### config.mk
export PLATFORM = sky130hd
export DESIGN_NAME = polynomial_add_multiply_unit
export DESIGN_NICKNAME = d
export VERILOG_FILES = /design/src/pam_pkg.sv /design/src/polynomial_add_multiply_unit.sv /design/src/pam_ram.sv /design/src/pam_seq.sv /design/src/pam_datapath.sv
export SDC_FILE = /design/constraint.sdc
export NUM_CORES = 2
export LEC_CHECK = 0
export BUFFER_PORTS_ARGS = -buffer_cell sky130_fd_sc_hd__buf_2
export CAP_MARGIN = 20
export CORE_MARGIN = 5
export CORE_UTILIZATION = 55
export CTS_BUF_LIST = sky130_fd_sc_hd__clkbuf_2 sky130_fd_sc_hd__clkbuf_4 sky130_fd_sc_hd__clkbuf_8
export DETAILED_ROUTE_END_ITERATION = 8
export PLACE_DENSITY_LB_ADDON = 0.1
export SYNTH_ARGS = -nofsm -noshare
export SYNTH_HDL_FRONTEND = slang
export SYNTH_HIERARCHICAL = 1
export SYNTH_SLANG_ARGS = --single-unit
### constraint.sdc
create_clock -name clk -period 13.4 [get_ports clk]
set_input_delay 0 -clock clk [delete_from_list [all_inputs] [get_ports clk]]
set_output_delay 0 -clock clk [all_outputs]
set_load 0.05 [all_outputs]
### src/pam_pkg.sv
// ----------------------------------------------------------------------------
// pam_pkg
// Shared types, codes and sizes of the polynomial add/multiply unit.
// ----------------------------------------------------------------------------
package pam_pkg;

  localparam int MAX_DEGREE = 15;
  localparam int COEF_WIDTH = 16;
  localparam int DEPTH      = MAX_DEGREE + 1;
  localparam int RAM_AW     = $clog2(DEPTH);

  localparam int IDX_W   = 4;
  localparam int POW_W   = 5;
  localparam int VALUE_W = 36;
  localparam int IN_W    = 16;
  localparam int OP_W    = 2;
  localparam int STEP_W  = 4;
  localparam int PADDR_W = 3;

  typedef logic signed [COEF_WIDTH-1:0] coef_t;
  typedef logic signed [VALUE_W-1:0]    value_t;
  typedef logic [IDX_W-1:0]             idx_t;
  typedef logic [POW_W-1:0]             pow_t;
  typedef logic [STEP_W-1:0]            step_t;

  localparam logic [OP_W-1:0] OP_LOAD_A = 2'd0;
  localparam logic [OP_W-1:0] OP_LOAD_B = 2'd1;
  localparam logic [OP_W-1:0] OP_RUN    = 2'd2;

  localparam logic REG_DEGREE_A = 1'b0;
  localparam logic REG_DEGREE_B = 1'b1;

  localparam logic KIND_SUM  = 1'b0;
  localparam logic KIND_PROD = 1'b1;

  localparam logic [1:0] K_HOLD = 2'd0;
  localparam logic [1:0] K_CLR  = 2'd1;
  localparam logic [1:0] K_INC  = 2'd2;

  localparam logic [1:0] I_HOLD  = 2'd0;
  localparam logic [1:0] I_START = 2'd1;
  localparam logic [1:0] I_INC   = 2'd2;

  localparam logic [1:0] ACC_HOLD = 2'd0;
  localparam logic [1:0] ACC_CLR  = 2'd1;
  localparam logic [1:0] ACC_MAC  = 2'd2;

  localparam logic [2:0] COND_NONE      = 3'd0;
  localparam logic [2:0] COND_ALWAYS    = 3'd1;
  localparam logic [2:0] COND_NOT_RUN   = 3'd2;
  localparam logic [2:0] COND_K_NE_TOP  = 3'd3;
  localparam logic [2:0] COND_K_NE_PEND = 3'd4;
  localparam logic [2:0] COND_I_NE_END  = 3'd5;

  typedef struct packed {
    logic       take_in;
    logic       wait_out;
    logic       emit;
    logic       emit_kind;
    logic [1:0] k_op;
    logic [1:0] i_op;
    logic [1:0] acc_op;
    logic       rd_prod;
    logic [2:0] cond;
    step_t      target;
  } cw_t;

  typedef struct packed {
    cw_t  cw;
    logic fire;
  } ctl_t;

  typedef struct packed {
    logic run_req;
    logic k_is_top;
    logic k_is_pend;
    logic i_is_end;
    logic out_free;
  } stat_t;

endpackage

### src/polynomial_add_multiply_unit.sv
// ----------------------------------------------------------------------------
// polynomial_add_multiply_unit
// Loads two coefficient stores, then emits their sum and their convolution.
// ----------------------------------------------------------------------------
// A run request first emits the sum terms, each through a read step and an
// emit step, then the product terms; each product term passes a start step
// and an emit step plus a read and a multiply-accumulate step per
// contributing coefficient pair on the single multiply-accumulate. A run is
// paced by the microcode loop around the multiply-accumulate and the store
// read ports. Requests are taken only between runs. Reading a store entry
// inside the set degree that was never loaded gives an undefined
// coefficient.
// ----------------------------------------------------------------------------
module polynomial_add_multiply_unit (
  input  logic                              clk,
  input  logic                              rst_n,
  input  logic                              in_valid,
  output logic                              in_stall,
  input  logic [pam_pkg::OP_W-1:0]          in_opcode,
  input  logic [pam_pkg::IDX_W-1:0]         in_coef_index,
  input  logic signed [pam_pkg::IN_W-1:0]   in_coef_value,
  output logic                              out_valid,
  input  logic                              out_stall,
  output logic                              out_result_kind,
  output logic [pam_pkg::POW_W-1:0]         out_result_power,
  output logic signed [pam_pkg::VALUE_W-1:0] out_result_value,
  output logic                              out_last,
  input  logic                              psel,
  input  logic                              penable,
  input  logic                              pwrite,
  input  logic [pam_pkg::PADDR_W-1:0]       paddr,
  input  logic [31:0]                       pwdata,
  output logic [31:0]                       prdata,
  output logic                              pready
);

  pam_pkg::idx_t  degree_a_r;
  pam_pkg::idx_t  degree_b_r;
  pam_pkg::idx_t  deg_a;
  pam_pkg::idx_t  deg_b;
  pam_pkg::ctl_t  ctl;
  pam_pkg::stat_t stat;
  logic           cfg_wr;

  assign pready = 1'b1;
  assign cfg_wr = psel && penable && pwrite && pready;

  always_ff @(posedge clk) begin
    if (!rst_n) begin
      degree_a_r <= '0;
      degree_b_r <= '0;
    end else if (cfg_wr) begin
      if (paddr[2] == pam_pkg::REG_DEGREE_A) begin
        degree_a_r <= pwdata[pam_pkg::IDX_W-1:0];
      end else begin
        degree_b_r <= pwdata[pam_pkg::IDX_W-1:0];
      end
    end
  end

  assign prdata = (paddr[2] == pam_pkg::REG_DEGREE_B) ?
                  {28'd0, degree_b_r} : {28'd0, degree_a_r};

  assign deg_a = ({1'b0, degree_a_r} > 5'(pam_pkg::MAX_DEGREE)) ?
                 pam_pkg::IDX_W'(pam_pkg::MAX_DEGREE) : degree_a_r;
  assign deg_b = ({1'b0, degree_b_r} > 5'(pam_pkg::MAX_DEGREE)) ?
                 pam_pkg::IDX_W'(pam_pkg::MAX_DEGREE) : degree_b_r;

  pam_seq u_seq (
    .clk   (clk),
    .rst_n (rst_n),
    .stat  (stat),
    .ctl   (ctl)
  );

  pam_datapath u_dp (
    .clk              (clk),
    .rst_n            (rst_n),
    .ctl              (ctl),
    .deg_a            (deg_a),
    .deg_b            (deg_b),
    .in_valid         (in_valid),
    .in_opcode        (in_opcode),
    .in_coef_index    (in_coef_index),
    .in_coef_value    (in_coef_value),
    .out_stall        (out_stall),
    .stat             (stat),
    .out_valid        (out_valid),
    .out_result_kind  (out_result_kind),
    .out_result_power (out_result_power),
    .out_result_value (out_result_value),
    .out_last         (out_last)
  );

  assign in_stall = !ctl.cw.take_in;

endmodule

### src/pam_ram.sv
// ----------------------------------------------------------------------------
// pam_ram
// Generic single-write, single-read RAM with registered read data.
// ----------------------------------------------------------------------------
module pam_ram #(
  parameter int WIDTH = 16,
  parameter int DEPTH = 16
) (
  input  logic                     clk,
  input  logic                     we,
  input  logic [$clog2(DEPTH)-1:0] waddr,
  input  logic [WIDTH-1:0]         wdata,
  input  logic [$clog2(DEPTH)-1:0] raddr,
  output logic [WIDTH-1:0]         rdata
);

  logic [WIDTH-1:0] mem [DEPTH];

  always_ff @(posedge clk) begin
    if (we) begin
      mem[waddr] <= wdata;
    end
    rdata <= mem[raddr];
  end

endmodule

### src/pam_seq.sv
// ----------------------------------------------------------------------------
// pam_seq
// Microcode sequencer: step counter, control ROM and conditional jumps.
// ----------------------------------------------------------------------------
module pam_seq (
  input  logic            clk,
  input  logic            rst_n,
  input  pam_pkg::stat_t  stat,
  output pam_pkg::ctl_t   ctl
);

  localparam pam_pkg::step_t ST_IDLE       = 4'd0;
  localparam pam_pkg::step_t ST_SUM_INIT   = 4'd1;
  localparam pam_pkg::step_t ST_SUM_READ   = 4'd2;
  localparam pam_pkg::step_t ST_SUM_EMIT   = 4'd3;
  localparam pam_pkg::step_t ST_PROD_INIT  = 4'd4;
  localparam pam_pkg::step_t ST_PROD_START = 4'd5;
  localparam pam_pkg::step_t ST_PROD_READ  = 4'd6;
  localparam pam_pkg::step_t ST_PROD_MAC   = 4'd7;
  localparam pam_pkg::step_t ST_PROD_EMIT  = 4'd8;
  localparam pam_pkg::step_t ST_DONE       = 4'd9;

  function automatic pam_pkg::cw_t rom_word(input pam_pkg::step_t step);
    pam_pkg::cw_t w;
    w = '0;
    case (step)
      ST_IDLE: begin
        w.take_in = 1'b1;
        w.cond    = pam_pkg::COND_NOT_RUN;
        w.target  = ST_IDLE;
      end
      ST_SUM_INIT: begin
        w.k_op = pam_pkg::K_CLR;
      end
      ST_SUM_READ: begin
        w.rd_prod = 1'b0;
      end
      ST_SUM_EMIT: begin
        w.wait_out  = 1'b1;
        w.emit      = 1'b1;
        w.emit_kind = pam_pkg::KIND_SUM;
        w.k_op      = pam_pkg::K_INC;
        w.cond      = pam_pkg::COND_K_NE_TOP;
        w.target    = ST_SUM_READ;
      end
      ST_PROD_INIT: begin
        w.k_op = pam_pkg::K_CLR;
      end
      ST_PROD_START: begin
        w.acc_op = pam_pkg::ACC_CLR;
        w.i_op   = pam_pkg::I_START;
      end
      ST_PROD_READ: begin
        w.rd_prod = 1'b1;
      end
      ST_PROD_MAC: begin
        w.rd_prod = 1'b1;
        w.acc_op  = pam_pkg::ACC_MAC;
        w.i_op    = pam_pkg::I_INC;
        w.cond    = pam_pkg::COND_I_NE_END;
        w.target  = ST_PROD_READ;
      end
      ST_PROD_EMIT: begin
        w.wait_out  = 1'b1;
        w.emit      = 1'b1;
        w.emit_kind = pam_pkg::KIND_PROD;
        w.k_op      = pam_pkg::K_INC;
        w.cond      = pam_pkg::COND_K_NE_PEND;
        w.target    = ST_PROD_START;
      end
      ST_DONE: begin
        w.cond   = pam_pkg::COND_ALWAYS;
        w.target = ST_IDLE;
      end
      default: begin
        w.cond   = pam_pkg::COND_ALWAYS;
        w.target = ST_IDLE;
      end
    endcase
    return w;
  endfunction

  pam_pkg::step_t pc_r;
  pam_pkg::step_t pc_nxt;
  pam_pkg::cw_t   cw;
  logic           fire;
  logic           taken;

  assign cw   = rom_word(pc_r);
  assign fire = !(cw.wait_out && !stat.out_free);

  always_comb begin
    case (cw.cond)
      pam_pkg::COND_NONE:      taken = 1'b0;
      pam_pkg::COND_ALWAYS:    taken = 1'b1;
      pam_pkg::COND_NOT_RUN:   taken = !stat.run_req;
      pam_pkg::COND_K_NE_TOP:  taken = !stat.k_is_top;
      pam_pkg::COND_K_NE_PEND: taken = !stat.k_is_pend;
      pam_pkg::COND_I_NE_END:  taken = !stat.i_is_end;
      default:                 taken = 1'b1;
    endcase
  end

  always_comb begin
    pc_nxt = pc_r;
    if (fire) begin
      pc_nxt = taken ? cw.target : pc_r + 4'd1;
    end
  end

  always_ff @(posedge clk) begin
    if (!rst_n) begin
      pc_r <= ST_IDLE;
    end else begin
      pc_r <= pc_nxt;
    end
  end

  assign ctl.cw   = cw;
  assign ctl.fire = fire;

endmodule

### src/pam_datapath.sv
// ----------------------------------------------------------------------------
// pam_datapath
// Coefficient stores, index counters, multiply-accumulate and result register.
// ----------------------------------------------------------------------------
module pam_datapath (
  input  logic                          clk,
  input  logic                          rst_n,
  input  pam_pkg::ctl_t                 ctl,
  input  pam_pkg::idx_t                 deg_a,
  input  pam_pkg::idx_t                 deg_b,
  input  logic                          in_valid,
  input  logic [pam_pkg::OP_W-1:0]      in_opcode,
  input  pam_pkg::idx_t                 in_coef_index,
  input  logic signed [pam_pkg::IN_W-1:0] in_coef_value,
  input  logic                          out_stall,
  output pam_pkg::stat_t                stat,
  output logic                          out_valid,
  output logic                          out_result_kind,
  output pam_pkg::pow_t                 out_result_power,
  output logic signed [pam_pkg::VALUE_W-1:0] out_result_value,
  output logic                          out_last
);

  pam_pkg::pow_t   k_r;
  pam_pkg::pow_t   k_nxt;
  pam_pkg::idx_t   i_r;
  pam_pkg::idx_t   i_nxt;
  pam_pkg::value_t acc_r;
  pam_pkg::value_t acc_nxt;

  logic            out_valid_r;
  logic            out_kind_r;
  pam_pkg::pow_t   out_power_r;
  pam_pkg::value_t out_value_r;
  logic            out_last_r;

  logic            req;
  logic            we_a;
  logic            we_b;
  pam_pkg::coef_t  wr_coef;
  pam_pkg::pow_t   k_minus_i;
  pam_pkg::pow_t   k_minus_db;
  pam_pkg::idx_t   ra_a;
  pam_pkg::idx_t   ra_b;
  logic [pam_pkg::COEF_WIDTH-1:0] rd_a;
  logic [pam_pkg::COEF_WIDTH-1:0] rd_b;
  pam_pkg::coef_t  a_s;
  pam_pkg::coef_t  b_s;
  logic signed [2*pam_pkg::COEF_WIDTH-1:0] prod;
  pam_pkg::value_t sum;
  pam_pkg::idx_t   top;
  pam_pkg::pow_t   pend;
  pam_pkg::idx_t   i_end;
  logic            out_free;
  logic            do_emit;

  assign req     = ctl.cw.take_in && in_valid;
  assign wr_coef = pam_pkg::coef_t'(in_coef_value);
  assign we_a    = ctl.fire && req && (in_opcode == pam_pkg::OP_LOAD_A)
                   && (in_coef_index <= deg_a);
  assign we_b    = ctl.fire && req && (in_opcode == pam_pkg::OP_LOAD_B)
                   && (in_coef_index <= deg_b);

  assign k_minus_i  = k_r - {1'b0, i_r};
  assign k_minus_db = k_r - {1'b0, deg_b};
  assign ra_a       = ctl.cw.rd_prod ? i_r : k_r[pam_pkg::IDX_W-1:0];
  assign ra_b       = ctl.cw.rd_prod ? k_minus_i[pam_pkg::IDX_W-1:0]
                                     : k_r[pam_pkg::IDX_W-1:0];

  pam_ram #(
    .WIDTH (pam_pkg::COEF_WIDTH),
    .DEPTH (pam_pkg::DEPTH)
  ) u_ram_a (
    .clk   (clk),
    .we    (we_a),
    .waddr (in_coef_index[pam_pkg::RAM_AW-1:0]),
    .wdata (wr_coef),
    .raddr (ra_a[pam_pkg::RAM_AW-1:0]),
    .rdata (rd_a)
  );

  pam_ram #(
    .WIDTH (pam_pkg::COEF_WIDTH),
    .DEPTH (pam_pkg::DEPTH)
  ) u_ram_b (
    .clk   (clk),
    .we    (we_b),
    .waddr (in_coef_index[pam_pkg::RAM_AW-1:0]),
    .wdata (wr_coef),
    .raddr (ra_b[pam_pkg::RAM_AW-1:0]),
    .rdata (rd_b)
  );

  assign a_s  = pam_pkg::coef_t'(rd_a);
  assign b_s  = pam_pkg::coef_t'(rd_b);
  assign prod = a_s * b_s;

  always_comb begin
    sum = '0;
    if (k_r <= {1'b0, deg_a}) begin
      sum = sum + pam_pkg::value_t'(a_s);
    end
    if (k_r <= {1'b0, deg_b}) begin
      sum = sum + pam_pkg::value_t'(b_s);
    end
  end

  assign top   = (deg_a > deg_b) ? deg_a : deg_b;
  assign pend  = {1'b0, deg_a} + {1'b0, deg_b};
  assign i_end = (k_r > {1'b0, deg_a}) ? deg_a : k_r[pam_pkg::IDX_W-1:0];

  assign out_free = !out_valid_r || !out_stall;
  assign do_emit  = ctl.fire && ctl.cw.emit;

  always_comb begin
    k_nxt   = k_r;
    i_nxt   = i_r;
    acc_nxt = acc_r;
    if (ctl.fire) begin
      case (ctl.cw.k_op)
        pam_pkg::K_CLR: k_nxt = '0;
        pam_pkg::K_INC: k_nxt = k_r + 5'd1;
        default:        k_nxt = k_r;
      endcase
      case (ctl.cw.i_op)
        pam_pkg::I_START: i_nxt = (k_r > {1'b0, deg_b}) ?
                                  k_minus_db[pam_pkg::IDX_W-1:0] : '0;
        pam_pkg::I_INC:   i_nxt = i_r + 4'd1;
        default:          i_nxt = i_r;
      endcase
      case (ctl.cw.acc_op)
        pam_pkg::ACC_CLR: acc_nxt = '0;
        pam_pkg::ACC_MAC: acc_nxt = acc_r + pam_pkg::value_t'(prod);
        default:          acc_nxt = acc_r;
      endcase
    end
  end

  always_ff @(posedge clk) begin
    k_r   <= k_nxt;
    i_r   <= i_nxt;
    acc_r <= acc_nxt;
  end

  always_ff @(posedge clk) begin
    if (!rst_n) begin
      out_valid_r <= 1'b0;
    end else if (do_emit) begin
      out_valid_r <= 1'b1;
    end else if (!out_stall) begin
      out_valid_r <= 1'b0;
    end
  end

  always_ff @(posedge clk) begin
    if (do_emit) begin
      out_kind_r  <= ctl.cw.emit_kind;
      out_power_r <= k_r;
      out_value_r <= (ctl.cw.emit_kind == pam_pkg::KIND_PROD) ? acc_r : sum;
      out_last_r  <= (ctl.cw.emit_kind == pam_pkg::KIND_PROD) && (k_r == pend);
    end
  end

  assign stat.run_req   = in_valid && (in_opcode == pam_pkg::OP_RUN);
  assign stat.k_is_top  = (k_r == {1'b0, top});
  assign stat.k_is_pend = (k_r == pend);
  assign stat.i_is_end  = (i_r == i_end);
  assign stat.out_free  = out_free;

  assign out_valid        = out_valid_r;
  assign out_result_kind  = out_kind_r;
  assign out_result_power = out_power_r;
  assign out_result_value = out_value_r;
  assign out_last         = out_last_r;

endmodule

* Word-level counts from Yosys, hierarchy flattened *
Memories as Yosys holds them, arrays and structs flattened. A register that Yosys moved wholly into a read port is not among the register bits.
Index checks and enable logic that the tools add are counted.

storage, ports and cells
  memories = 2
  output and inout bits = 78
  input port bits = 64
  bits in writable memories = 512
  flip-flop bits (word level) = 101

operators by class
  bitwise operators = 2
  multiply operators = 1
  reductions and logical operators = 37
  add/subtract/negate cells = 8
  mux-type cells = 26
  magnitude comparators = 7
  equal/unequal tests = 24

memories
  memory            words  bits a word  read ports  clocked after Yosys merged registers in  wr ports  RTL line       text
  u_dp.u_ram_a.mem  16     16           1           1                                        1         pam_ram.sv:17  logic [WIDTH-1:0] mem [DEPTH];
  u_dp.u_ram_b.mem  16     16           1           1                                        1         pam_ram.sv:17

operators by type and width
  cell                   number
  $mux W36               3
  $pmux W36 S2           1
  $add A36 B16 Y36       1
  $add A36 B32 Y36       1
  $pmux W7 S5            1
  $mul A16 B16 Y32       1
  $mux W4                7
  $eq A4 B3 Y1 const B   4
  $pmux W4 S2            2
  $logic_and A1 B1 Y1    12
  $gt A5 B4 Y1           2
  $le A5 B4 Y1           2
  $pmux W5 S2            1
  $reduce_and A2 Y1      5
  $logic_not A1 Y1       9
  $add A4 B1 Y4 const B  2
  $eq A2 B1 Y1 const B   4
  $eq A2 B2 Y1 const B   4
  $eq A4 B2 Y1 const B   2
  $le A4 B4 Y1           2
  $mux W1                8
  $sub A4 B4 Y4          2
  $eq A3 B2 Y1 const B   2
  $eq A3 B3 Y1 const B   2
  20 further kinds       25

* Longest topological paths before layout *
  depth in word-level cells = 10
  mapped depth = 24

* Modules after synthesis *
Netlist, hierarchy kept.

modules (own cells, without submodules)
  module                        cells an instance  sequential area each (um^2)  instances  area each (um^2)
  pam_ram                       432                8007.7                       2          10043.4
  pam_datapath                  1816               2662.6                       1          17300.3
  polynomial_add_multiply_unit  68                 160.2                        1          584.3
  pam_seq                       68                 80.1                         1          516.7

* Least setup slack after synthesis *
OpenSTA, ideal clock, no wires.

  path type = register to register
  start = register u_dp.u_ram_a.rdata[15], read port of u_dp.u_ram_a.mem
  end = register u_dp.acc_r[35] (data pin)
  path buffers = 2
  slack = 6.967 ns
  stages on the path, launching flop included = 24
  required time = 13.253 ns
  arrival time = 6.286 ns
  setup time = 0.147 ns
  cell sequence = dfxtp_1 > clkbuf_1 > clkbuf_1 > nand2_1 > fa_1 > inv_1 > fa_1 > inv_1 > fa_1 > inv_1 > fa_1 > fa_1 > inv_1 > fa_1 > inv_1 > ha_1 > a21o_1 > a31o_2 > a221oi_1 > nand2_1 > o211ai_1 > a21oi_1 > or3_1 > a21oi_1

between the ends
  longest elaborated chain between the ends = 3

ends and longest elaborated chain
  item                  RTL line             text
  start, declared       pam_ram.sv:14        output logic [WIDTH-1:0] rdata
  $mul A16 B16 Y32      pam_datapath.sv:96   assign prod = a_s * b_s;
  $add A36 B32 Y36      pam_datapath.sv:133  pam_pkg::ACC_MAC: acc_nxt = acc_r + pam_pkg::value_t'(prod);
  $pmux W36 S2          pam_datapath.sv:131  case (ctl.cw.acc_op)
  end signal, assigned  pam_datapath.sv:142  acc_r <= acc_nxt;
  end, declared         pam_datapath.sv:28   pam_pkg::value_t acc_r;

No other way between the ends.
A chain may end at the register's enable or synchronous reset.

* Worst setup path in the final report *
  start = register u_dp.u_ram_b.rdata[2], read port of u_dp.u_ram_b.mem
  end = register u_dp.acc_r[34] (data pin)

between the ends
  longest elaborated chain between the ends = 3

ends and longest elaborated chain
  item              RTL line
  start, declared   pam_ram.sv:14
  $mul A16 B16 Y32  pam_datapath.sv:96
  $add A36 B32 Y36  pam_datapath.sv:133
  $pmux W36 S2      pam_datapath.sv:131

No other way between the ends.

==> impl_metrics.env <==
export IMPL_fp_coreArea_um2=69700
export IMPL_setup_viol_count_final=0
export IMPL_viasPerCell=5.60
export IMPL_area_delta_synth_final_pct=10.0
export IMPL_layout_nets=3512
export IMPL_post_route_drc_count=0
export IMPL_grt_overflow_total=0
export IMPL_io_buffers=82
export IMPL_hold_violations=0
export IMPL_clkLatencyLatePin_ps=710
export IMPL_die_h_um=274
export IMPL_fmax_ghz=0.135
export IMPL_vias=22300
export IMPL_die_area_um2=75300
export IMPL_first_global_vias=24100
export IMPL_antenna_found_initial=5
export IMPL_cts_sinks=645
export IMPL_slew_violations=0
export IMPL_globalRouteMet3Util_pct=4.21
export IMPL_setup_tns_ps=0
export IMPL_grt_busiest_layer="met2"
export IMPL_grt_pass1_wl_mm=137
export IMPL_required_ps=13820
export IMPL_max_cap_violations=0
export IMPL_crit_path_max_fanout=17
export IMPL_min_period_ps=7390
export IMPL_synthesis_area_um2=38400
export IMPL_drt_iter0_markers=1586
export IMPL_cts_tree="yes"
export IMPL_routed_wl_mm=87.2
export IMPL_grtUsageMet2_pct=39.7
export IMPL_clk_root_buffer_cell="clkbuf_8"
export IMPL_htree_levels=3
export IMPL_cts_made_buffers=103
export IMPL_fin_crit_sh_pct=55.1
export IMPL_rsz0062_at_grt="false"
export IMPL_reg2regPathDepth=21
export IMPL_grt_usage_pct=23.8
export IMPL_ioPinCount=142
export IMPL_ant_nets=0
export IMPL_cts_max_path_buffers=3
export IMPL_avgSynthCellArea_um2=13.7
export IMPL_worst_setup_path_type="reg2reg"
export IMPL_drive_gt1_share_pct=14.7
export IMPL_netlist_instances=2807
export IMPL_slew_headroom_pct=30.1
export IMPL_finClkSkew_ps=46.5
export IMPL_die_width_um=274
export IMPL_yosysWarnings=6
export IMPL_timing_hold_ws_ps=76.7
export IMPL_fin_util_pct=60.7
export IMPL_avgRoutedWirePerCell_um=21.8
export IMPL_critPathLaunchType="flip-flop"
export IMPL_hp_class="in2reg"
export IMPL_dp_hpwl_mm=59.3
export IMPL_status="completed"
export IMPL_grt_util_met1_pct=32.9
export IMPL_drt_first_pass_iters=5
export IMPL_clkTransAtPathRegs_ps=70
export IMPL_holdPathStages=3
export IMPL_arrival_ps=7810
export IMPL_num_rows=97
export IMPL_initial_utilization_pct=55.2
export IMPL_tightest_slew_ps=1050
export IMPL_cts_resized=0
export IMPL_gp_congestion=0.838
export IMPL_end_kind="flip-flop"
export IMPL_grt_max_degree=65
## final timing paths
check                                      startpoint                     end  slack, ps
worst max-delay path            u_dp/u_ram_b/rdata[2]          u_dp/acc_r[34]       6010
worst min-delay path                 in_coef_index[2]  u_dp/u_ram_a/mem[4][7]         80
worst max register to register  u_dp/u_ram_b/rdata[2]          u_dp/acc_r[34]       6010
worst min register to register         u_dp/out_valid          u_dp/out_valid        510
## flip-flops by register name, summed over array words and instances, names as in the netlist, 5 cells and up
signal,cells
u_dp/acc_r,36
u_dp/u_ram_b/mem,256
u_dp/u_ram_a/rdata,16
u_dp/out_result_power,5
u_dp/k_r,5
u_dp/u_ram_a/mem,256
u_dp/u_ram_b/rdata,16
u_dp/out_result_value,36
## area by class of cell
type                       count  area, um2
antenna                        4       10.0
clock buffer                 142       1710
clock inverter                44        313
fill                        5460      27400
inverter                     415       1560
multi-input combinational   1636      17400
sequential                   645      18900
tap                          940       1180
timing repair buffer         166       1160
## worst max-delay path: stages, from the launching register on
cell and delay, ps:
dfxtp_1 810, and2_1 270, inv_1 70, fa_1 550, inv_1 130, fa_1 570, inv_1 200, fa_1 530
inv_1 50, fa_1 490, fa_1 490, inv_1 50, fa_1 480, inv_1 40, ha_1 380, nand3_1 170
nor2_1 220, nand2_1 70, o41ai_1 790, o2111ai_1 250, a31oi_1 330, o211ai_1 140
## what timing repair did
| action | 4_1_cts | 5_1_grt |
|---|---|---|
| endpoints found under the hold margin | 525 | 0 |
| buffers inserted | 0 | 0 |
| hold buffers | 30 | 0 |
## cell usage in the layout (no fill, tap or decap), types with 11 or more instances in the layout
| cell | n |
|---|---|
| a22oi_1 | 66 |
| clkinv_2 | 11 |
| and2_1 | 145 |
| nand4_1 | 11 |
| nand2_1 | 227 |
| buf_2 | 82 |
| conb_1 | 29 |
| edfxtp_1 | 600 |
| fa_1 | 322 |
| mux4_2 | 108 |
| mux4_1 | 20 |
| clkinv_1 | 25 |
| clkbuf_4 | 39 |
| xor2_1 | 17 |
| nand3_1 | 18 |
| nor2_1 | 97 |
| nor2b_1 | 21 |
| inv_1 | 412 |
| mux2i_1 | 20 |
| o21a_1 | 13 |
| dfxtp_1 | 45 |
| nand2b_1 | 23 |
| clkbuf_8 | 105 |
| xnor2_1 | 40 |
| nor3_1 | 22 |
| o21ai_0 | 53 |
| dlygate4sd3_1 | 30 |
| a31oi_1 | 18 |
| ha_1 | 159 |
| buf_4 | 49 |
| a21o_1 | 14 |
| a21oi_1 | 58 |
## through the flow
| stage | setup WS [ps] | instance area, um2 | instances |
|---|---|---|---|
| 4_1_cts | 5980 | 42200 | 3985 |
| 2_1_floorplan | 6970 | 38500 | 2834 |
| 5_1_grt | 5610 | 42300 | 3990 |
| 3_3_place_gp | 6130 | 39900 | 3767 |
| 6_report | 6010 | 42300 | 3992 |
| 3_5_place_dp | 6030 | 39900 | 3769 |
## per-layer routing
metal | vias up | wire [um] | share of wire (%)
li1 | 10100 | - | -
met1 | 11500 | 37500 | 43
met2 | 669 | 42500 | 49
met3 | 124 | 5270 | 6.0
met4 | 2 | 1930 | 2.2
met5 | - | 13 | 0.015
Power is not shown: default switching activity piles up to over one toggle a cycle in this logic, so the estimate is an artifact.
